$ cat config.mk
export PLATFORM = sky130hd
export DESIGN_NAME = rgb_led_bit_serializer
export DESIGN_NICKNAME = d
export VERILOG_FILES = /design/src/rtl/lbs_pkg.sv /design/src/rtl/rgb_led_bit_serializer.sv /design/src/rtl/lbs_ram.sv /design/src/rtl/lbs_ctrl.sv /design/src/rtl/lbs_dpath.sv
export VERILOG_INCLUDE_DIRS = /design/src /design/src/rtl
export SDC_FILE = /design/constraint.sdc
export NUM_CORES = 2
export LEC_CHECK = 0
export ABC_AREA = 0
export BUFFER_PORTS_ARGS = -buffer_cell sky130_fd_sc_hd__buf_2
export CELL_PAD_IN_SITES_DETAIL_PLACEMENT = 1
export CELL_PAD_IN_SITES_GLOBAL_PLACEMENT = 1
export CORE_AREA = 2 2 460 462
export CTS_BUF_LIST = sky130_fd_sc_hd__clkbuf_8
export DETAILED_ROUTE_END_ITERATION = 7
export DIE_AREA = 0 0 462 464
export GPL_TIMING_DRIVEN = 0
export HOLD_SLACK_MARGIN = 0.15
export PLACE_DENSITY_LB_ADDON = 0.1
export SYNTH_ARGS = -nofsm -noshare
export SYNTH_HDL_FRONTEND = slang
export SYNTH_SLANG_ARGS = --single-unit
$ cat constraint.sdc
create_clock -name clk -period 7.55 [get_ports clk]
set_clock_uncertainty 0.2 [all_clocks]
set_input_delay 0.3775 -clock clk [delete_from_list [all_inputs] [get_ports clk]]
set_output_delay 0.3775 -clock clk [all_outputs]
set_load 0.005 [all_outputs]
$ cat src/rtl/assert_macros.svh
// ----------------------------------------------------------------------------
// assert_macros.svh
// clocked assertion helpers for the rtl top, empty when SYNTH is defined
// ----------------------------------------------------------------------------
`ifndef ASSERT_MACROS_SVH
`define ASSERT_MACROS_SVH

`ifndef SYNTH

// property must hold at every edge outside reset
`define ASSERT_CLK(lbl, clk, rst_n, prop, msg) \
    lbl: assert property (@(posedge clk) disable iff (!rst_n) (prop)) else $error(msg);

// expression must never be true outside reset
`define ASSERT_NEVER(lbl, clk, rst_n, expr, msg) \
    lbl: assert property (@(posedge clk) disable iff (!rst_n) !(expr)) else $error(msg);

`else

`define ASSERT_CLK(lbl, clk, rst_n, prop, msg)
`define ASSERT_NEVER(lbl, clk, rst_n, expr, msg)

`endif

`endif

$ cat src/rtl/lbs_pkg.sv
// ----------------------------------------------------------------------------
// lbs_pkg
// shared types and constants of the rgb led bit serializer
// ----------------------------------------------------------------------------
`default_nettype none

package lbs_pkg;

    // matrix geometry
    localparam int WIDTH    = 8;
    localparam int HEIGHT   = 8;
    localparam int NPIX     = WIDTH * HEIGHT;
    localparam int ADDR_W   = (NPIX > 1) ? $clog2(NPIX) : 1;
    localparam int CNT_W    = $clog2(NPIX + 1);

    // pixel word: green high, red middle, blue low
    localparam int PIX_BITS = 24;
    localparam int BIT_W    = 5;
    localparam int TIME_W   = 8;
    localparam int COORD_W  = 3;
    localparam int LIN_W    = 12;

    localparam logic [TIME_W-1:0] RESET_LOW_TIME  = 8'd26;
    localparam logic [TIME_W-1:0] RESET_HIGH_TIME = 8'd50;

    // configuration register indexes
    localparam int CFG_IDX_W = 1;
    localparam logic [CFG_IDX_W-1:0] REG_LOW_TIME  = 1'b0;
    localparam logic [CFG_IDX_W-1:0] REG_HIGH_TIME = 1'b1;

    typedef enum logic [1:0] {
        KIND_PIXEL = 2'd0,
        KIND_START = 2'd1,
        KIND_TICK  = 2'd2
    } kind_t;

    typedef enum logic [1:0] {
        ST_IDLE,
        ST_COPY,
        ST_EMIT
    } state_t;

    typedef struct packed {
        logic pix_write;
        logic copy_begin;
        logic copy_step;
        logic emit;
    } ctrl_cmd_t;

    typedef struct packed {
        logic sending;
        logic copy_done;
        logic out_free;
    } dpath_status_t;

endpackage

`default_nettype wire

$ cat src/rtl/rgb_led_bit_serializer.sv
// ----------------------------------------------------------------------------
// rgb_led_bit_serializer
// 8x8 rgb led frame store with serial pwm compare value output
// ----------------------------------------------------------------------------
// usage
//   s_* channel takes one item: tuser holds the kind (pixel write, start,
//   tick), tdata the coordinates and colors. a pixel write stores g/r/b
//   into the edit store. a start copies the edit store into the send
//   store through a sweep (one entry per cycle, bounded by the single
//   read port of the edit ram), s_tready stays low meanwhile; a start
//   while a frame is running is dropped.
//   each tick while sending yields one item on m_*: tdata is the compare
//   value (high_time for a one, low_time for a zero), tlast marks the final
//   bit of the frame. a tick goes through the send ram read, then compare
//   select into the output register; the next tick waits until it has left
//   the emit step. ticks while idle are swallowed with no item out. if the
//   receiver stalls, the result waits in the output register; pixel writes
//   and starts still flow, a following tick waits in the emit step with s_tready low.
//   cfg_* writes low_time (index 0) or high_time (index 1), always ready.
//   reset: low_time 26, high_time 50, idle, edit store reads all zero.
// ----------------------------------------------------------------------------
`default_nettype none
`include "assert_macros.svh"

module rgb_led_bit_serializer import lbs_pkg::*; (
    input  wire logic                 clk,
    input  wire logic                 rst_n,
    // input items
    input  wire logic                 s_tvalid,
    output logic                      s_tready,
    input  wire logic [31:0]          s_tdata,  // col[2:0] row[5:3] red[13:6] green[21:14] blue[29:22]
    input  wire logic [1:0]           s_tuser,  // kind[1:0]
    // result items
    output logic                      m_tvalid,
    input  wire logic                 m_tready,
    output logic [7:0]                m_tdata,  // compare_value[7:0]
    output logic                      m_tlast,  // last bit of the frame
    // configuration writes
    input  wire logic                 cfg_valid,
    output logic                      cfg_ready,
    input  wire logic [CFG_IDX_W-1:0] cfg_index,
    input  wire logic [TIME_W-1:0]    cfg_data
);

    ctrl_cmd_t     cmd;
    dpath_status_t status;

    // registers accept a write in any cycle
    assign cfg_ready = 1'b1;

    lbs_ctrl u_ctrl (
        .clk      (clk),
        .rst_n    (rst_n),
        .in_valid (s_tvalid),
        .in_kind  (s_tuser),
        .in_ready (s_tready),
        .status   (status),
        .cmd      (cmd)
    );

    lbs_dpath u_dpath (
        .clk           (clk),
        .rst_n         (rst_n),
        .cmd           (cmd),
        .status        (status),
        .col           (s_tdata[2:0]),
        .row           (s_tdata[5:3]),
        .red           (s_tdata[13:6]),
        .green         (s_tdata[21:14]),
        .blue          (s_tdata[29:22]),
        .cfg_valid     (cfg_valid),
        .cfg_index     (cfg_index),
        .cfg_data      (cfg_data),
        .out_valid     (m_tvalid),
        .out_ready     (m_tready),
        .compare_value (m_tdata),
        .last_bit      (m_tlast)
    );

    // a result is only formed while a frame is running
    `ASSERT_CLK(a_emit_sending, clk, rst_n, cmd.emit |-> status.sending, "emit while idle")

    // input is held off for the whole copy sweep
    `ASSERT_CLK(a_copy_stall, clk, rst_n, cmd.copy_step |-> !s_tready, "input taken during copy")

    // a frame only begins at the end of a copy sweep
    `ASSERT_CLK(a_send_after_copy, clk, rst_n,
        $rose(status.sending) |-> $past(cmd.copy_step), "frame began without copy")

    // store writes, copy and emit never overlap
    `ASSERT_NEVER(a_cmd_overlap, clk, rst_n,
        !$onehot0({cmd.pix_write, cmd.copy_step, cmd.emit}), "overlapping commands")

endmodule

`default_nettype wire

$ cat src/rtl/lbs_ram.sv
// ----------------------------------------------------------------------------
// lbs_ram
// simple dual port ram, one write and one registered read per cycle
// ----------------------------------------------------------------------------
`default_nettype none

module lbs_ram #(
    parameter int DATA_W = 24,
    parameter int DEPTH  = 64,
    localparam int ADDR_W = (DEPTH > 1) ? $clog2(DEPTH) : 1
) (
    input  wire logic              clk,
    input  wire logic              wr_en,
    input  wire logic [ADDR_W-1:0] wr_addr,
    input  wire logic [DATA_W-1:0] wr_data,
    input  wire logic [ADDR_W-1:0] rd_addr,
    output logic      [DATA_W-1:0] rd_data
);

    logic [DATA_W-1:0] mem [DEPTH];

    always_ff @(posedge clk)
    begin
        if (wr_en)
        begin
            mem[wr_addr] <= wr_data;
        end
        rd_data <= mem[rd_addr];
    end

endmodule

`default_nettype wire

$ cat src/rtl/lbs_ctrl.sv
// ----------------------------------------------------------------------------
// lbs_ctrl
// sequencer: input handshake, frame copy and bit emission control
// ----------------------------------------------------------------------------
`default_nettype none

module lbs_ctrl import lbs_pkg::*; (
    input  wire logic          clk,
    input  wire logic          rst_n,
    input  wire logic          in_valid,
    input  wire logic [1:0]    in_kind,
    output logic               in_ready,
    input  wire dpath_status_t status,
    output ctrl_cmd_t          cmd
);

    state_t state_reg;
    state_t state_next;
    kind_t  kind;
    logic   accept;

    assign kind   = kind_t'(in_kind);
    assign accept = in_valid && in_ready;

    always_ff @(posedge clk or negedge rst_n)
    begin
        if (!rst_n)
        begin
            state_reg <= ST_IDLE;
        end
        else
        begin
            state_reg <= state_next;
        end
    end

    // next state
    always_comb
    begin
        state_next = state_reg;
        case (state_reg)
            ST_IDLE:
            begin
                if (accept)
                begin
                    case (kind)
                        KIND_START:
                        begin
                            if (!status.sending)
                            begin
                                state_next = ST_COPY;
                            end
                        end
                        KIND_TICK:
                        begin
                            if (status.sending)
                            begin
                                state_next = ST_EMIT;
                            end
                        end
                        default:
                        begin
                            state_next = ST_IDLE;
                        end
                    endcase
                end
            end
            ST_COPY:
            begin
                if (status.copy_done)
                begin
                    state_next = ST_IDLE;
                end
            end
            ST_EMIT:
            begin
                if (status.out_free)
                begin
                    state_next = ST_IDLE;
                end
            end
            default:
            begin
                state_next = ST_IDLE;
            end
        endcase
    end

    // outputs
    always_comb
    begin
        in_ready       = 1'b0;
        cmd.pix_write  = 1'b0;
        cmd.copy_begin = 1'b0;
        cmd.copy_step  = 1'b0;
        cmd.emit       = 1'b0;
        case (state_reg)
            ST_IDLE:
            begin
                in_ready       = 1'b1;
                cmd.pix_write  = in_valid && (kind == KIND_PIXEL);
                cmd.copy_begin = in_valid && (kind == KIND_START) && !status.sending;
            end
            ST_COPY:
            begin
                cmd.copy_step = 1'b1;
            end
            ST_EMIT:
            begin
                cmd.emit = status.out_free;
            end
            default:
            begin
                in_ready = 1'b0;
            end
        endcase
    end

endmodule

`default_nettype wire

$ cat src/rtl/lbs_dpath.sv
// ----------------------------------------------------------------------------
// lbs_dpath
// frame stores, copy counter, bit position and result register
// ----------------------------------------------------------------------------
`default_nettype none

module lbs_dpath import lbs_pkg::*; (
    input  wire logic                 clk,
    input  wire logic                 rst_n,
    input  wire ctrl_cmd_t            cmd,
    output dpath_status_t             status,
    input  wire logic [COORD_W-1:0]   col,
    input  wire logic [COORD_W-1:0]   row,
    input  wire logic [7:0]           red,
    input  wire logic [7:0]           green,
    input  wire logic [7:0]           blue,
    input  wire logic                 cfg_valid,
    input  wire logic [CFG_IDX_W-1:0] cfg_index,
    input  wire logic [TIME_W-1:0]    cfg_data,
    output logic                      out_valid,
    input  wire logic                 out_ready,
    output logic [TIME_W-1:0]         compare_value,
    output logic                      last_bit
);

    // configuration
    logic [TIME_W-1:0] low_time_reg;
    logic [TIME_W-1:0] high_time_reg;

    // edit store entry valid bits, an unwritten entry reads as zero
    logic              valid_reg [NPIX];
    logic              valid_next [NPIX];
    logic              valid_q_reg;

    // control state
    logic              sending_reg;
    logic              sending_next;
    logic [CNT_W-1:0]  copy_cnt_reg;
    logic [CNT_W-1:0]  copy_cnt_next;
    logic [ADDR_W-1:0] pixel_pos_reg;
    logic [ADDR_W-1:0] pixel_pos_next;
    logic [BIT_W-1:0]  bit_pos_reg;
    logic [BIT_W-1:0]  bit_pos_next;

    // result register
    logic              out_valid_reg;
    logic              out_valid_next;
    logic [TIME_W-1:0] compare_reg;
    logic [TIME_W-1:0] compare_next;
    logic              last_reg;
    logic              last_next;

    // store ports
    logic                edit_wr_en;
    logic [ADDR_W-1:0]   edit_wr_addr;
    logic [PIX_BITS-1:0] edit_wr_data;
    logic [ADDR_W-1:0]   edit_rd_addr;
    logic [PIX_BITS-1:0] edit_rd_data;
    logic                send_wr_en;
    logic [ADDR_W-1:0]   send_wr_addr;
    logic [PIX_BITS-1:0] send_wr_data;
    logic [PIX_BITS-1:0] send_rd_data;

    logic [LIN_W-1:0]    lin_addr;
    logic                in_range;
    logic                copy_done;
    logic [BIT_W-1:0]    bit_idx;
    logic                bit_one;
    logic                pix_last;
    logic                bit_last;
    logic                frame_last;

    // pixel write address
    assign lin_addr = LIN_W'(row) * LIN_W'(WIDTH) + LIN_W'(col);
    assign in_range = (32'(col) < 32'(WIDTH)) && (32'(row) < 32'(HEIGHT));

    assign edit_wr_en   = cmd.pix_write && in_range;
    assign edit_wr_addr = lin_addr[ADDR_W-1:0];
    assign edit_wr_data = {green, red, blue};
    assign edit_rd_addr = copy_cnt_reg[ADDR_W-1:0];

    // copy pipeline: read edit entry n while send entry n-1, read in the cycle before, is written
    assign copy_done    = (copy_cnt_reg == CNT_W'(NPIX));
    assign send_wr_en   = cmd.copy_step && (copy_cnt_reg != '0);
    assign send_wr_addr = ADDR_W'(copy_cnt_reg - CNT_W'(1));
    assign send_wr_data = valid_q_reg ? edit_rd_data : '0;

    lbs_ram #(
        .DATA_W (PIX_BITS),
        .DEPTH  (NPIX)
    ) u_edit_ram (
        .clk     (clk),
        .wr_en   (edit_wr_en),
        .wr_addr (edit_wr_addr),
        .wr_data (edit_wr_data),
        .rd_addr (edit_rd_addr),
        .rd_data (edit_rd_data)
    );

    lbs_ram #(
        .DATA_W (PIX_BITS),
        .DEPTH  (NPIX)
    ) u_send_ram (
        .clk     (clk),
        .wr_en   (send_wr_en),
        .wr_addr (send_wr_addr),
        .wr_data (send_wr_data),
        .rd_addr (pixel_pos_reg),
        .rd_data (send_rd_data)
    );

    // bit selection, msb first
    assign bit_idx    = BIT_W'(PIX_BITS - 1) - bit_pos_reg;
    assign bit_one    = send_rd_data[bit_idx];
    assign pix_last   = (pixel_pos_reg == ADDR_W'(NPIX - 1));
    assign bit_last   = (bit_pos_reg == BIT_W'(PIX_BITS - 1));
    assign frame_last = pix_last && bit_last;

    always_comb
    begin
        valid_next = valid_reg;
        if (edit_wr_en)
        begin
            valid_next[edit_wr_addr] = 1'b1;
        end
    end

    always_comb
    begin
        sending_next   = sending_reg;
        copy_cnt_next  = copy_cnt_reg;
        pixel_pos_next = pixel_pos_reg;
        bit_pos_next   = bit_pos_reg;
        if (cmd.copy_begin)
        begin
            copy_cnt_next = '0;
        end
        else if (cmd.copy_step)
        begin
            copy_cnt_next = copy_cnt_reg + CNT_W'(1);
            if (copy_done)
            begin
                sending_next   = 1'b1;
                pixel_pos_next = '0;
                bit_pos_next   = '0;
            end
        end
        else if (cmd.emit)
        begin
            if (frame_last)
            begin
                sending_next   = 1'b0;
                pixel_pos_next = '0;
                bit_pos_next   = '0;
            end
            else if (bit_last)
            begin
                pixel_pos_next = pixel_pos_reg + ADDR_W'(1);
                bit_pos_next   = '0;
            end
            else
            begin
                bit_pos_next = bit_pos_reg + BIT_W'(1);
            end
        end
    end

    always_comb
    begin
        out_valid_next = out_valid_reg && !out_ready;
        compare_next   = compare_reg;
        last_next      = last_reg;
        if (cmd.emit)
        begin
            out_valid_next = 1'b1;
            compare_next   = bit_one ? high_time_reg : low_time_reg;
            last_next      = frame_last;
        end
    end

    always_ff @(posedge clk or negedge rst_n)
    begin
        if (!rst_n)
        begin
            low_time_reg  <= RESET_LOW_TIME;
            high_time_reg <= RESET_HIGH_TIME;
            for (int i = 0; i < NPIX; i++)
            begin
                valid_reg[i] <= 1'b0;
            end
            sending_reg   <= 1'b0;
            copy_cnt_reg  <= '0;
            pixel_pos_reg <= '0;
            bit_pos_reg   <= '0;
            out_valid_reg <= 1'b0;
        end
        else
        begin
            if (cfg_valid && (cfg_index == REG_LOW_TIME))
            begin
                low_time_reg <= cfg_data;
            end
            if (cfg_valid && (cfg_index == REG_HIGH_TIME))
            begin
                high_time_reg <= cfg_data;
            end
            valid_reg     <= valid_next;
            sending_reg   <= sending_next;
            copy_cnt_reg  <= copy_cnt_next;
            pixel_pos_reg <= pixel_pos_next;
            bit_pos_reg   <= bit_pos_next;
            out_valid_reg <= out_valid_next;
        end
    end

    // payload registers
    always_ff @(posedge clk)
    begin
        valid_q_reg <= valid_reg[edit_rd_addr];
        compare_reg <= compare_next;
        last_reg    <= last_next;
    end

    assign status.sending   = sending_reg;
    assign status.copy_done = copy_done;
    assign status.out_free  = !out_valid_reg || out_ready;

    assign out_valid     = out_valid_reg;
    assign compare_value = compare_reg;
    assign last_bit      = last_reg;

endmodule

`default_nettype wire
# --- Word-level counts from Yosys, hierarchy flattened ---
# Memory sizes are Yosys's and may differ from the RTL's. A register that Yosys moved wholly into a read port is not among the register bits.
# Cells that the tools add are included.
totals:
  in_bits: 48
  wordCells: 171
  n_memories: 2
  mem_bits_rw: 3072
  output_inout_bits: 12
  register_bits: 112
classes:
  n_lt_le_gt_ge: 4
  reduce_logical: 25
  n_addsub: 6
  eq_ne: 13
  bitwise: 5
  mux: 41
mem_list:
  columns: ["memory", "depth", "word_bits", "rd", "rd_ports_with_merged_regs", "write_ports", "line_no", "source"]
  rows:
  - ["u_dpath.u_edit_ram.mem", 64, 24, 1, 1, 1, "lbs_ram.sv:20", "logic [DATA_W-1:0] mem [DEPTH];"]
  - ["u_dpath.u_send_ram.mem", 64, 24, 1, 1, 1, "lbs_ram.sv:20", null]
op_table:
  columns: ["cell", "count"]
  rows:
  - ["$or 64x64->64", 1]
  - ["$mux 6", 5]
  - ["$mux 5", 5]
  - ["$mux 24", 1]
  - ["$mux 1", 16]
  - ["$ge 7x7->1 const B", 2]
  - ["$mux 7", 2]
  - ["$not 6->7", 2]
  - ["$mux 2", 6]
  - ["$logic_and 1x1->1", 10]
  - ["$mux 8", 1]
  - ["$reduce_and 4->1", 2]
  - ["$add 7x1->7 const B", 1]
  - ["$eq 7x7->1 const B", 1]
  - ["$lt 7x1->1 const B", 1]
  - ["$reduce_bool 7->1", 1]
  - ["$add 6x1->6 const B", 1]
  - ["$add 6x3->6", 1]
  - ["$bmux 1 s6", 1]
  - ["$demux 1 s6", 1]
  - ["$eq 6x6->1 const B", 1]
  - ["$lt 5x6->1 const B", 1]
  - ["$ne 2x1->1 const B", 3]
  - ["$pmux 2 s3", 1]
  - ["19 further kinds", 27]

# --- Depth between registers and ports, before layout ---
depth:
  depth_word: 7
  mapped_depth: 14
  mapped_depth_nobuf: 7

# --- By module ---
# From an unflattened synthesis, not the netlist that was laid out.
unflattened:
  hier_cells: 5660
  hier_area_um2: 123997.7
modules_own_cells:
  columns: ["mod", "area_each_um2", "n_inst", "cells_per_inst", "seq_area_each_um2"]
  rows:
  - ["lbs_ram", 59295.6, 2, 2610, 46604.7]
  - ["lbs_dpath", 5251.3, 1, 424, 2800.2]
  - ["lbs_ctrl", 143.9, 1, 14, 50.0]
  - ["rgb_led_bit_serializer", 11.3, 1, 2, 0.0]

# --- Least setup slack after synthesis ---
# Ideal clock, no wire load.
synth_timing:
  path_type: "flip-flop to flip-flop"
  startpoint: "register u_dpath.copy_cnt_reg[0]"
  endpoint: "memory u_dpath.u_send_ram.mem[32][0] (enable)"
  path_stages_with_launch: 14
  arrival_time_ns: 3.507
  setup_slack_ns: 3.438
  period_less_slack_ns: 4.112
  setup_ns: 0.405
  required_ns: 6.945
  path_buffers: 6
  path_cell_list: "dfrtp_1 buf_2 buf_6 buf_6 buf_6 buf_6 buf_6 inv_1 ha_1 nor3b_1 xor2_1 nor2_1 nand2_1 nor2_1"
synth_between:
  elab_chain_cells: 4
  elab_cells_between_ends: 5
  cone_classes: "add/sub: 1; mux: 2; reduce/logical: 2"
synth_rtl:
  columns: ["element", "line_no", "source"]
  rows:
  - ["start, declared", "lbs_dpath.sv:38", "logic [CNT_W-1:0] copy_cnt_reg;"]
  - ["start signal, assigned", "lbs_dpath.sv:209", "copy_cnt_reg <= copy_cnt_next;"]
  - ["parallel branches: the longest is 4 deep, another holds $sub 6x1->6", null, null]
  - ["end, declared", "lbs_ram.sv:20", null]
# Several ways; the timed one is not identified.

# --- Worst setup path in the final report ---
layout_timing:
  startpoint: "register u_dpath.copy_cnt_reg[1]"
  endpoint: "memory u_dpath.u_send_ram.mem[45][12] (enable)"
# The elaborated chain is that of the path after synthesis.

==> impl_summary.txt <==
----------------------------------------------------
[Logic synthesis]
  Number of distinct standard cells referenced by the synthesized netlist ... 53
  Per-instance average area after synthesis ... 21.71 um2
  Cells after Synth ... 5673
  Yosys Warn Count ... 0
  Synthesized flop and latch total ... 3232
  Prevailing post-synth register cell ... edfxtp_1
  Synth top area cells ... edfxtp_1, mux4_2, dfrtp_1
  Proportion of synthesized flip-flops having asynchronous set or reset ... 0.03156
  Post-synthesis instance area ... 123200 um2
  Fraction of the yosys area taken by sequential cells ... 0.7800
  Mapped Nets ... 5726
  Biggest area consumer among synthesized cells ... edfxtp_1
  Number of synthesized flops with an enable pin ... 3081
  Area share of the largest cell type after synthesis ... 0.7513

[Global routing]
  Layer with the highest usage ... met2
  Global routing usage on met3 ... 0.06904
  Antenna violations before repair ... 32
  Fraction of met2 tracks used by global routing ... 0.5386
  Global route overflow ... 0
  Met1 track demand over resource ... 0.4493
  Wire length of the first global-routing pass ... 503500 um
  GR Util All Layers ... 0.3376
  Via count of the first global-routing pass ... 67182
  Maximum number of pins on one net before global-route repair ... 85

[Timing]
  Remaining max-slew budget at the tightest pin ... -0.01578
  Fin worst setup slack ... 1237 ps
  Max-slew violation count ... 3
  Slew of the pin with the lowest slew margin ... 1524 ps
  Setup tns final ... 0 ps
  Setup violations, final ... 0
  Hold WS ... 233.8 ps
  RSZ-0062 raised after global routing ... false
  Endpoints failing hold ... 0
  Final cycle utilization of the critical path ... 0.8361
  Maximum clock frequency ... 158.4 MHz
  Final min period ... 6313 ps

[Clock tree]
  Clock tree from TritonCTS ... yes
  Count of cells resized by post-cts repair ... 0
  Clock tree root buffer cell ... clkbuf_8
  Bufs on Longest Clock Path ... 4
  Clock insertion delay at the later pin of the skew report ... 1080 ps
  Clock-pin slew of the registers on the worst-case setup and hold paths ... 70 ps
  H-tree depth ... 6
  Clock buffer count from CTS ... 542
  Number of sinks driven by the clock tree ... 3232

[Power and ir drop]
  Net Switching ... 14530 uW
  Final total power ... 46980 uW
  Combinational share of power ... 0.245
  Power density over the cells ... 333.6 nW/um2
  Power share of the clock group ... 0.307
  Leakage power ... 0.04529 uW
  Part of the total power dissipated in sequential elements ... 0.448
  Switch share ... 0.3094
  Max IR drop VDD ... 0.2496 mV
  Internal ... 32440 uW

[Route]
  Via-to-Cell Ratio ... 6.648
  Final routed DRC violation total ... 0
  First-pass iteration count of the detailed router ... 5
  Final routed wirelength across all metal layers ... 357100 um
  Per-cell routed wire length ... 36.87 um
  Remaining antenna violation count after routing ... 0
  DRT iter0 DRCs ... 8641
  DR vias ... 64403

[Worst setup path]
  CP bufs+invs ... 5
  Most used cell along the critical path ... buf_2
  Data arrival, critical path ... 6760 ps
  Worst setup path class ... flip-flop to flip-flop
  Slowest Stage Delay on Critical Path ... 1110 ps
  Family with the most delay on the worst path ... simple AND/OR/NAND/NOR gates
  Highest fanout seen on the critical path ... 24
  Data required, critical path ... 7990 ps
  Slowest stage cell, crit path ... nor2_4
  Crit-path cells ... buf_2 -> buf_2 -> buf_1 -> buf_2 -> inv_1 -> ha_1 -> nor3b_1 -> nor3b_1 -> nor2_1 -> nand3_1 -> nor2_4
  Critical Path Source Type ... flip-flop
  Crit path capture type ... flip-flop

[Outcome]
  Violated checks ... slew limit
  Outcome ... finished with violations

[Floorplan]
  Std-Cell Core Area ... 209200 um2
  Die X ... 462 um
  Initial standard-cell utilization of the core ... 0.5888
  Placement Rows ... 168
  DIE AREA ... 214400 um2
  Die height ... 464 um
  Number of top-level pins ... 60

[Finish]
  Share of the core filled with cells in the final layout ... 0.6732
  Signed area change from the synthesized netlist to the final layout ... 14.33%
  Layout net count ... 6497
  Ratio of cells with drive above 1 in the final layout ... 0.2840

[Placed design]
  Port Buf Inserts ... 53
  Pre-CTS WS ... 1545 ps
  Final weighted congestion of routability-driven global placement ... 0.9238
  HPWL after detailed placement ... 228800 um

[Flow run]
  Count of maximum capacitance violations ... 0

[Hold path]
  HP Class ... primary input to flip-flop

----------------------------------------------------
==> power groups by stage <==
stage | Sequential [uW] | Clock (uW) | Combinational, uW
floorplan | 21300 | 0 | 6600
global placement | 21500 | 0 | 10600
detailed placement | 21400 | 0 | 11300
CTS | 21000 | 14500 | 11400
global route | 21000 | 15300 | 11900
finish | 21000 | 14400 | 11500
==> per-layer routing <==
metal,share of wire,vias to the layer above
li1,-,25492
met1,0.37,34352
met2,0.49,3742
met3,0.085,797
met4,0.055,20
met5,0.00036,-
==> worst paths after layout <==
check | depth (start not counted) | start | slack (ps) | end
max | 11 | u_dpath.copy_cnt_reg[1] | 1240 | u_dpath.u_send_ram.mem[45][12]
min | 2 | s_tdata[28] | 230 | u_dpath.u_edit_ram.mem[25][6]
max reg2reg | 11 | u_dpath.copy_cnt_reg[1] | 1240 | u_dpath.u_send_ram.mem[45][12]
min reg2reg | 1 | u_dpath.valid_reg[45] | 270 | u_dpath.valid_reg[45]
max in group asynchronous | 4 | rst_n | 5550 | u_dpath.valid_reg[34]
min in group asynchronous | 3 | rst_n | 460 | u_dpath.high_time_reg[7]
==> Yosys cell counts (6+ instances only) <==
library cell  number
a211o_1            8
a211oi_1          10
a21oi_1          147
a221oi_1          33
a22oi_1          190
and2_1            63
and3_1            18
buf_1             28
buf_2             74
buf_4             39
buf_6             16
clkbuf_1         154
dfrtp_1           96
dfstp_2            6
dfxtp_1           49
edfxtp_1        3081
inv_1              8
mux2_2            67
mux2i_1          227
mux4_2           697
nand2_1           83
nand2b_1           8
nand3_1           26
nand4_1           16
nor2_1           190
nor2b_1           13
nor3_1            20
o211ai_1          13
o21ai_0           46
o221ai_1          76
o22ai_1           25
or2_1              6
or2_2             66
or4_1             22
xnor2_1            8
xor2_1             7
==> final cells by class <==
cell class | count | area (um2)
Sequential cell | 3232 | 96060
Fill cell | 16653 | 68350
Multi-Input combinational cell | 2121 | 26530
Clock buffer | 574 | 7900
Tap cell | 2805 | 3510
Timing Repair Buffer | 227 | 3282
Clock inverter | 353 | 1817
Buffer | 311 | 1526
Antenna cell | 55 | 137.6
Inverter | 9 | 33.78
==> per-stage QoR <==
stage | cells | cell area, um2
after detailed placement | 8641 | 130200
after global placement | 8531 | 126900
after CTS | 9628 | 140600
after global routing | 9679 | 140800
after floorplan | 5673 | 123200
final | 9687 | 140800
==> logic make-up after synthesis <==
logic type	count (synthesis)	share of synthesized area
and+or+nand+nor	552	0.02263
AOI/OAI and AO/OA	557	0.03104
other	1	0.00003045
buffers and inverters	320	0.01267
adders and majority gates	5	0.0005080
DFF	3232	0.7800
xor gates and xnor gates	15	0.001067
muxes	991	0.1520
==> repair_timing <==
action / CTS / global route
buffers inserted: 0 / 0
endpoints found under the hold margin: 1686 / 19
hold buffers: 60 / 1
==> placed cells by master (no fill, tap or decap), types with 20 or more instances in the layout <==
master	Yosys	layout
buf_12	0	75
nor2_4	0	124
edfxtp_1	3081	3081
clkinv_2	0	38
or4_1	22	22
dlygate4sd3_1	0	61
dfxtp_1	49	49
nor2_1	190	61
nor3_1	20	20
and2_1	63	39
mux2i_1	227	227
buf_1	28	28
o21ai_0	46	46
buf_16	0	27
mux4_2	697	697
mux2_2	67	67
and2_2	0	20
inv_1	8	166
clkbuf_8	0	574
nand2_1	83	83
a22oi_1	190	190
o221ai_1	76	76
clkbuf_1	154	154
a21oi_1	147	147
buf_4	39	63
a221oi_1	33	29
nand3_1	26	26
or2_2	66	66
clkinv_1	0	125
buf_2	74	109
o22ai_1	25	25
diode_2	0	55
dfrtp_1	96	96
(Power assumes the default switching activity.)
